$ cat src/sv/rtfcw_pkg.sv
`default_nettype none

package rtfcw_pkg;

    // Number of control-word characters kept for matching.
    localparam int WORD_CHARS = 3;
    // Width of the brace depth counter; it saturates at all ones and at zero.
    localparam int DEPTH_WIDTH = 8;

    localparam int LEN_W = 3;
    localparam logic [LEN_W-1:0] LEN_SAT = {LEN_W{1'b1}};
    localparam int WIDX_W = (WORD_CHARS > 1) ? $clog2(WORD_CHARS) : 1;

    localparam int DATA_W = 8;
    localparam int ADDR_W = 3;

    localparam logic [ADDR_W-1:0] ADDR_RTF_MODE = 3'd0;

    localparam logic [7:0] CH_BSLASH  = 8'h5C;
    localparam logic [7:0] CH_LBRACE  = 8'h7B;
    localparam logic [7:0] CH_RBRACE  = 8'h7D;
    localparam logic [7:0] CH_SPACE   = 8'h20;
    localparam logic [7:0] CH_NEWLINE = 8'h0A;
    localparam logic [7:0] CH_B       = 8'h62;
    localparam logic [7:0] CH_I       = 8'h69;
    localparam logic [7:0] CH_ZERO    = 8'h30;
    localparam logic [7:0] CH_P       = 8'h70;
    localparam logic [7:0] CH_A       = 8'h61;
    localparam logic [7:0] CH_R       = 8'h72;

    localparam logic KIND_TEXT  = 1'b0;
    localparam logic KIND_BREAK = 1'b1;

endpackage

`default_nettype wire

$ cat src/sv/rtf_control_word_parser_unit.sv
`default_nettype none

// Channel   Role    Handshake         Payload
// s_        in      tvalid/tready     tdata: data_byte; tuser: first_of_file
// m_        out     tvalid/tready     tdata: char_code, is_bold, is_italic; tuser: item_kind
// apb       config  psel/penable      register 0 rtf_mode at byte address 0
//
// One byte is taken per cycle. The parser state and the decision for a byte are
// settled in the cycle the byte is accepted; the result sits in the output
// register from the next cycle. The output register is the only stall point: a new
// byte is taken whenever that register is empty or is being drained. Reset
// clears the parser state and sets rtf_mode; the word character store is not
// cleared.

module rtf_control_word_parser_unit
(
    input  wire logic                          clk,
    input  wire logic                          rst_n,

    input  wire logic                          s_tvalid,
    output logic                               s_tready,
    input  wire logic [7:0]                    s_tdata,   // [7:0] data_byte
    input  wire logic                          s_tuser,   // [0] first_of_file

    output logic                               m_tvalid,
    input  wire logic                          m_tready,
    output logic [15:0]                        m_tdata,   // [7:0] char_code, [8] is_bold,
                                                          // [9] is_italic, rest zero
    output logic                               m_tuser,   // [0] item_kind

    input  wire logic                          psel,
    input  wire logic                          penable,
    input  wire logic                          pwrite,
    input  wire logic [rtfcw_pkg::ADDR_W-1:0]  paddr,
    input  wire logic [rtfcw_pkg::DATA_W*4-1:0] pwdata,
    output logic [rtfcw_pkg::DATA_W*4-1:0]     prdata,
    output logic                               pready
);

    localparam logic [rtfcw_pkg::DEPTH_WIDTH-1:0] DEPTH_MAX = {rtfcw_pkg::DEPTH_WIDTH{1'b1}};
    localparam logic [rtfcw_pkg::DEPTH_WIDTH-1:0] DEPTH_ONE =
        {{(rtfcw_pkg::DEPTH_WIDTH-1){1'b0}}, 1'b1};

    logic                                 rtf_mode_reg;
    logic                                 in_word_reg,  in_word_next;
    logic                                 after_bs_reg, after_bs_next;
    logic [rtfcw_pkg::LEN_W-1:0]          len_reg,      len_next;
    logic                                 bold_reg,     bold_next;
    logic                                 italic_reg,   italic_next;
    logic [rtfcw_pkg::DEPTH_WIDTH-1:0]    depth_reg,    depth_next;
    logic [7:0]                           word_reg [rtfcw_pkg::WORD_CHARS];

    logic                                 out_valid_reg, out_valid_next;
    logic                                 out_kind_reg;
    logic [7:0]                           out_code_reg;
    logic                                 out_bold_reg;
    logic                                 out_italic_reg;

    logic                                 accept;
    logic [7:0]                           c;
    logic                                 cur_in_word, cur_after_bs, cur_bold, cur_italic;
    logic [rtfcw_pkg::LEN_W-1:0]          cur_len;
    logic [rtfcw_pkg::DEPTH_WIDTH-1:0]    cur_depth;
    logic                                 delim;
    logic                                 char_store;
    logic                                 emit;
    logic                                 emit_kind;
    logic [7:0]                           emit_code;
    logic                                 brace_step;
    logic                                 cfg_write;

    assign s_tready = !out_valid_reg || m_tready;
    assign accept   = s_tvalid && s_tready;
    assign c        = s_tdata;

    assign m_tvalid = out_valid_reg;
    assign m_tuser  = out_kind_reg;
    assign m_tdata  = {6'd0, out_italic_reg, out_bold_reg, out_code_reg};

    assign pready    = 1'b1;
    assign cfg_write = psel && penable && pwrite && (paddr == rtfcw_pkg::ADDR_RTF_MODE);
    assign prdata    = (paddr == rtfcw_pkg::ADDR_RTF_MODE) ?
                       {{(rtfcw_pkg::DATA_W*4-1){1'b0}}, rtf_mode_reg} : '0;

    // Start of file wipes the parser state before the byte is looked at.
    assign cur_in_word  = s_tuser ? 1'b0 : in_word_reg;
    assign cur_after_bs = s_tuser ? 1'b0 : after_bs_reg;
    assign cur_len      = s_tuser ? '0   : len_reg;
    assign cur_bold     = s_tuser ? 1'b0 : bold_reg;
    assign cur_italic   = s_tuser ? 1'b0 : italic_reg;
    assign cur_depth    = s_tuser ? '0   : depth_reg;

    assign delim = c inside {rtfcw_pkg::CH_BSLASH, rtfcw_pkg::CH_LBRACE, rtfcw_pkg::CH_RBRACE,
                             rtfcw_pkg::CH_SPACE, rtfcw_pkg::CH_NEWLINE};

    always_comb
    begin
        in_word_next  = cur_in_word;
        after_bs_next = cur_after_bs;
        len_next      = cur_len;
        bold_next     = cur_bold;
        italic_next   = cur_italic;
        brace_step    = 1'b0;
        char_store    = 1'b0;
        emit          = 1'b0;
        emit_kind     = rtfcw_pkg::KIND_TEXT;
        emit_code     = c;

        if (cur_in_word)
        begin
            if (!delim)
            begin
                char_store    = ({{(32-rtfcw_pkg::LEN_W){1'b0}}, cur_len} <
                                 rtfcw_pkg::WORD_CHARS);
                if (cur_len != rtfcw_pkg::LEN_SAT)
                    len_next = cur_len + 1'b1;
                after_bs_next = 1'b0;
            end
            else if (cur_after_bs)
            begin
                // Escaped delimiter: it is ordinary text.
                in_word_next  = 1'b0;
                after_bs_next = 1'b0;
                len_next      = '0;
                emit          = (cur_depth == DEPTH_ONE);
            end
            else
            begin
                if (cur_len == 3'd1 && word_reg[0] == rtfcw_pkg::CH_B)
                    bold_next = 1'b1;
                else if (cur_len == 3'd2 && word_reg[0] == rtfcw_pkg::CH_B &&
                         word_reg[1] == rtfcw_pkg::CH_ZERO)
                    bold_next = 1'b0;
                else if (cur_len == 3'd1 && word_reg[0] == rtfcw_pkg::CH_I)
                    italic_next = 1'b1;
                else if (cur_len == 3'd2 && word_reg[0] == rtfcw_pkg::CH_I &&
                         word_reg[1] == rtfcw_pkg::CH_ZERO)
                    italic_next = 1'b0;
                else if (cur_len == 3'd3 && word_reg[0] == rtfcw_pkg::CH_P &&
                         word_reg[1] == rtfcw_pkg::CH_A && word_reg[2] == rtfcw_pkg::CH_R)
                begin
                    emit      = 1'b1;
                    emit_kind = rtfcw_pkg::KIND_BREAK;
                    emit_code = rtfcw_pkg::CH_NEWLINE;
                end
                len_next = '0;
                if (c == rtfcw_pkg::CH_BSLASH)
                begin
                    after_bs_next = 1'b1;
                end
                else
                begin
                    in_word_next  = 1'b0;
                    after_bs_next = 1'b0;
                    brace_step    = (c == rtfcw_pkg::CH_LBRACE) || (c == rtfcw_pkg::CH_RBRACE);
                end
            end
        end
        else if (rtf_mode_reg)
        begin
            if (c == rtfcw_pkg::CH_BSLASH)
            begin
                in_word_next  = 1'b1;
                after_bs_next = 1'b1;
                len_next      = '0;
            end
            else if (c == rtfcw_pkg::CH_LBRACE || c == rtfcw_pkg::CH_RBRACE)
            begin
                brace_step = 1'b1;
            end
            else if (c != rtfcw_pkg::CH_NEWLINE)
            begin
                emit = (cur_depth == DEPTH_ONE);
            end
        end
        else
        begin
            emit      = 1'b1;
            emit_kind = (c == rtfcw_pkg::CH_NEWLINE) ? rtfcw_pkg::KIND_BREAK
                                                     : rtfcw_pkg::KIND_TEXT;
        end

        depth_next = cur_depth;
        if (brace_step)
        begin
            if (c == rtfcw_pkg::CH_LBRACE)
            begin
                if (cur_depth != DEPTH_MAX)
                    depth_next = cur_depth + 1'b1;
            end
            else if (cur_depth != '0)
            begin
                depth_next = cur_depth - 1'b1;
            end
        end

        if (accept)
            out_valid_next = emit;
        else
            out_valid_next = out_valid_reg && !m_tready;
    end

    always_ff @(posedge clk or negedge rst_n)
    begin
        if (!rst_n)
        begin
            rtf_mode_reg  <= 1'b1;
            in_word_reg   <= 1'b0;
            after_bs_reg  <= 1'b0;
            len_reg       <= '0;
            bold_reg      <= 1'b0;
            italic_reg    <= 1'b0;
            depth_reg     <= '0;
            out_valid_reg <= 1'b0;
        end
        else
        begin
            if (cfg_write)
                rtf_mode_reg <= pwdata[0];
            if (accept)
            begin
                in_word_reg  <= in_word_next;
                after_bs_reg <= after_bs_next;
                len_reg      <= len_next;
                bold_reg     <= bold_next;
                italic_reg   <= italic_next;
                depth_reg    <= depth_next;
            end
            out_valid_reg <= out_valid_next;
        end
    end

    // Only entries below the current word length are ever compared.
    always_ff @(posedge clk)
    begin
        if (accept && char_store)
            word_reg[cur_len[rtfcw_pkg::WIDX_W-1:0]] <= c;
    end

    always_ff @(posedge clk)
    begin
        if (accept && emit)
        begin
            out_kind_reg   <= emit_kind;
            out_code_reg   <= emit_code;
            out_bold_reg   <= cur_bold;
            out_italic_reg <= cur_italic;
        end
    end

endmodule

`default_nettype wire

$ cat config.mk
export PLATFORM = sky130hd
export DESIGN_NAME = rtf_control_word_parser_unit
export DESIGN_NICKNAME = d
export VERILOG_FILES = /design/src/sv/rtfcw_pkg.sv /design/src/sv/rtf_control_word_parser_unit.sv
export SDC_FILE = /design/constraint.sdc
export NUM_CORES = 1
export LEC_CHECK = 0
export BUFFER_PORTS_ARGS = -buffer_cell sky130_fd_sc_hd__buf_4
export CORE_ASPECT_RATIO = 0.5
export CORE_MARGIN = 2
export CORE_UTILIZATION = 55
export DETAILED_ROUTE_END_ITERATION = 8
export GPL_TIMING_DRIVEN = 1
export HOLD_SLACK_MARGIN = 0.08
export PLACE_DENSITY = 0.87
export SETUP_SLACK_MARGIN = 0.15
export SYNTH_ARGS = -nofsm -noshare
export SYNTH_HDL_FRONTEND = slang
export SYNTH_SLANG_ARGS = --single-unit
export TNS_END_PERCENT = 5
$ cat constraint.sdc
create_clock -name clk -period 4.68 [get_ports clk]
set_input_delay 0.468 -clock clk [delete_from_list [all_inputs] [get_ports clk]]
set_output_delay 0.468 -clock clk [all_outputs]
set_load 0.01 [all_outputs]
==> run_results.csv <==
group,metric,value,unit
worst_hold_path,hold_path.class,"primary input to flop",
cells_and_area,n_fill_cell,445,
cells_and_area,diodes,0,
clocking,clk_latency,0.31,ns
power,pwr-share-clk,0.286,
clocking,cts_tree,"done",
cells_and_area,fin_area,3290,sq um
clocking,cts.repair.resized,0,
logic_synthesis,yosysMostFrequentCell,"buf_4",
cells_and_area,ff_latch_area,1480,sq um
route,ant_nets,0,
critical_path,end_kind,"flop",
grt,gr-usage-all-layers,0.219,
sta,fin_ws,1.53,ns
status,status,"completed",
logic_synthesis,synth_top_family_by_area,"simple AND/OR/NAND/NOR gates",
grt,use_met2,0.371,
power,power.density,271,nW/um^2
critical_path,r2r_setup_slack,1.90,ns
logic_synthesis,synth_compound_area_frac,0.122,
clocking,htree_levels,2,
sta,max_freq,0.318,GHz
critical_path,regToRegEndpoint,"out_code_reg[5]",
cells_and_area,multi_input_area,1360,sq um
grt,grt_first_pass_wirelength,10600,um
clocking,root_buffer,"clkbuf_8",
grt,grt_pass1_vias,2275,
logic_synthesis,ys_top_cells_by_count,"40 x buf_4, 35 x edfxtp_1, 20 x nand2_1, 20 x nor2_1",
cells_and_area,fin_cells,403,
grt,use_met3,0.0348,
placement,pre_cts_slack,1.29,ns
critical_path,required,4.62,ns
placement,gp_congestion,1.01,
sta,maxSlewViolCount,0,
sta,grt_setup_unrepaired,"no",
clocking,ctsHoldBuffers,1,
placement,dpl.hpwl,4560,um
cells_and_area,drive_above_1_share,0.139,
cells_and_area,largest_reg_flops,24,
critical_path,crit_path_start_kind,"primary input",
clocking,clock_path_buffers,2,
logic_synthesis,synthSimpleGateAreaFrac,0.240,
route,vias,2388,
worst_hold_path,whs_path_depth,1,
floorplanning,die_x,110,um
critical_path,arrival,3.08,ns
sta,fin_skew,0.00353,ns
cells_and_area,nNetsFinal,383,
logic_synthesis,ys_ff_latch,52,
route,drc_errors,0,
logic_synthesis,synth_cell_type_count,56,
logic_synthesis,synthTopCellsByArea,"edfxtp_1 34%, dfrtp_1 13%, buf_4 9.8%",
sta,finalHoldViolCount,0,
logic_synthesis,postSynthAreaPerCell,10.1,sq um
route,postRouteWirelength,6260,um
logic_synthesis,synth_top_area_cell,"edfxtp_1",
logic_synthesis,synth-edff-count,35,
grt,grt_max_degree,34,
sta,period_minus_slack,3.15,ns
sta,worst_pin_slew,1.02,ns
logic_synthesis,synth.area.mux_share,0.00366,
floorplanning,pin_count,103,
logic_synthesis,syn_inst,304,
critical_path,timing.rr.start,"depth_reg[3]",
route,wl_per_cell,15.5,um
flow_run,max-cap-violations,0,
sta,tns,0,ns
power,p_sw,234,uW
cells_and_area,syn_to_final_growth,6.99,%
placement,placed_area,3190,sq um
logic_synthesis,post_synth_fa_ha_maj_area_fraction,0.0122,
worst_hold_path,holdPathEnd,"word_reg[1][3]",
clocking,cts_sinks,52,
grt,met1_usage,0.271,
power,swShare,0.262,
floorplanning,coreArea,5440,sq um
clocking,cts_made_buffers,5,
route,drt_iter0_drc,172,
logic_synthesis,yosysWarnings,0,
sta,whs,0.388,ns
power,ir_worst_vdd,0.000151,V
clocking,postCtsSetupRepairBufs,0,
critical_path,r2r_cells,6,
floorplanning,die_y,56.9,um
floorplanning,rows,19,
placement,dp_cells,394,
floorplanning,initial_core_util,0.565,
grt,busiest_layer,"met2",
route,firstDrtPassIters,4,
worst_hold_path,hold_start,"s_tdata[3]",
placement,io_buffers,33,
floorplanning,die-area,6240,sq um
logic_synthesis,synthesis.area,3080,sq um
power,comb_power_share,0.135,
sta,min_period_over_period,0.672,
grt,grt-ovfl-total,0,
route,via_per_inst,5.93,
power,internal_power,657,uW
logic_synthesis,synth_ff_type,"edfxtp_1",
critical_path,crit_type,"primary input to flop",
logic_synthesis,synth_top_area_share,0.342,
logic_synthesis,synth-seq-area-share,0.480,
logic_synthesis,synth_xor_area_frac,0.0171,
critical_path,cp_max_fo,13,
power,p_leak,0.00129,uW
grt,antenna_found_initial,0,
sta,setup_viol,0,
clocking,clkTransAtPathRegs,0.09,ns
power,p_seq_frac,0.579,
logic_synthesis,synthArstFlopShare,0.327,
sta,max-slew-margin-rel,0.315,
-- per-stage QoR --
step | power (uW) | util
floorplan | 620 | -
global route | 928 | 0.605
detailed placement | 643 | 0.587
global placement | 639 | 0.587
finish | 891 | 0.605
CTS | 893 | 0.605
-- cells in the final DEF, fill, tap and decap left out, types with 2 or more instances in the layout --
cell type   n
o221ai_1    2
edfxtp_1   35
nand2b_1   12
inv_1       5
clkbuf_8    5
o21ai_0    12
a21oi_1     9
nand2_1    20
nand4b_1    3
and2_1     10
and4_1      2
nor3_1     16
nor4bb_1    2
xnor2_1     5
nor2b_1    11
and3_1      5
nand4_1     5
ha_1        3
a22o_1      3
dfrtp_1    16
nor4_1      3
buf_4      33
a211o_1     2
a221o_1     2
nand3b_1    2
o211ai_1    3
a31oi_1     3
nor2_1     20
a32o_1      4
conb_1     38
nand3_1    11
a2111oi_0   2
-- cell families (layout without fill, tap and decap cells) --
kind of cell / after synthesis / count (layout)
compound gates: 53 / 53
simple gates: 130 / 130
buf+inv: 57 / 47
flops: 52 / 52
mux: 1 / 1
other cells: 2 / 38
xor+xnor: 6 / 6
fa+ha+maj: 3 / 3
-- routing by layer --
metal  up-vias  wire [um]
met5         -          0
met4         0        214
met3        30        465
met2       131       3050
met1      1133       2520
li1       1094          -
-- power by group through the flow --
stage | registers [uW] | logic (uW) | clock network [uW]
finish | 516 | 120 | 255
global route | 517 | 134 | 277
CTS | 515 | 119 | 258
detailed placement | 525 | 118 | 0
global placement | 525 | 114 | 0
floorplan | 526 | 94.8 | 0
-- area by class of cell --
| class | instances | share of cell area |
|---|---|---|
| timing repair buffer | 34 | 0.0783 |
| inverter | 5 | 0.00570 |
| clock inverter | 2 | 0.00494 |
| multi-input combinational | 231 | 0.412 |
| sequential | 52 | 0.449 |
| clock buffer | 6 | 0.0220 |
| tap | 73 | 0.0277 |
-- worst max-delay path, stage by stage --
cell	delay (ns)
buf_4	0.14
nor2b_1	0.32
nand3_1	0.48
nand4_1	0.40
and3_1	0.27
nand2_1	0.20
a21oi_1	0.80
-- how the worst max path moves through the flow --
| stage | start | slack, ns | endpoint | cells after the start |
|---|---|---|---|---|
| 2_1_floorplan | s_tuser | 2.16 | depth_reg[4] | 11 |
| 3_3_place_gp | s_tdata[3] | 1.38 | out_code_reg[7] | 7 |
| 3_5_place_dp | s_tdata[7] | 1.29 | out_code_reg[6] | 7 |
| 4_1_cts | s_tdata[7] | 1.59 | out_code_reg[5] | 7 |
| 5_1_grt | s_tdata[3] | 1.24 | m_tuser | 7 |
| 6_report | s_tdata[7] | 1.53 | out_code_reg[5] | 7 |
(Power assumes the default switching activity.)
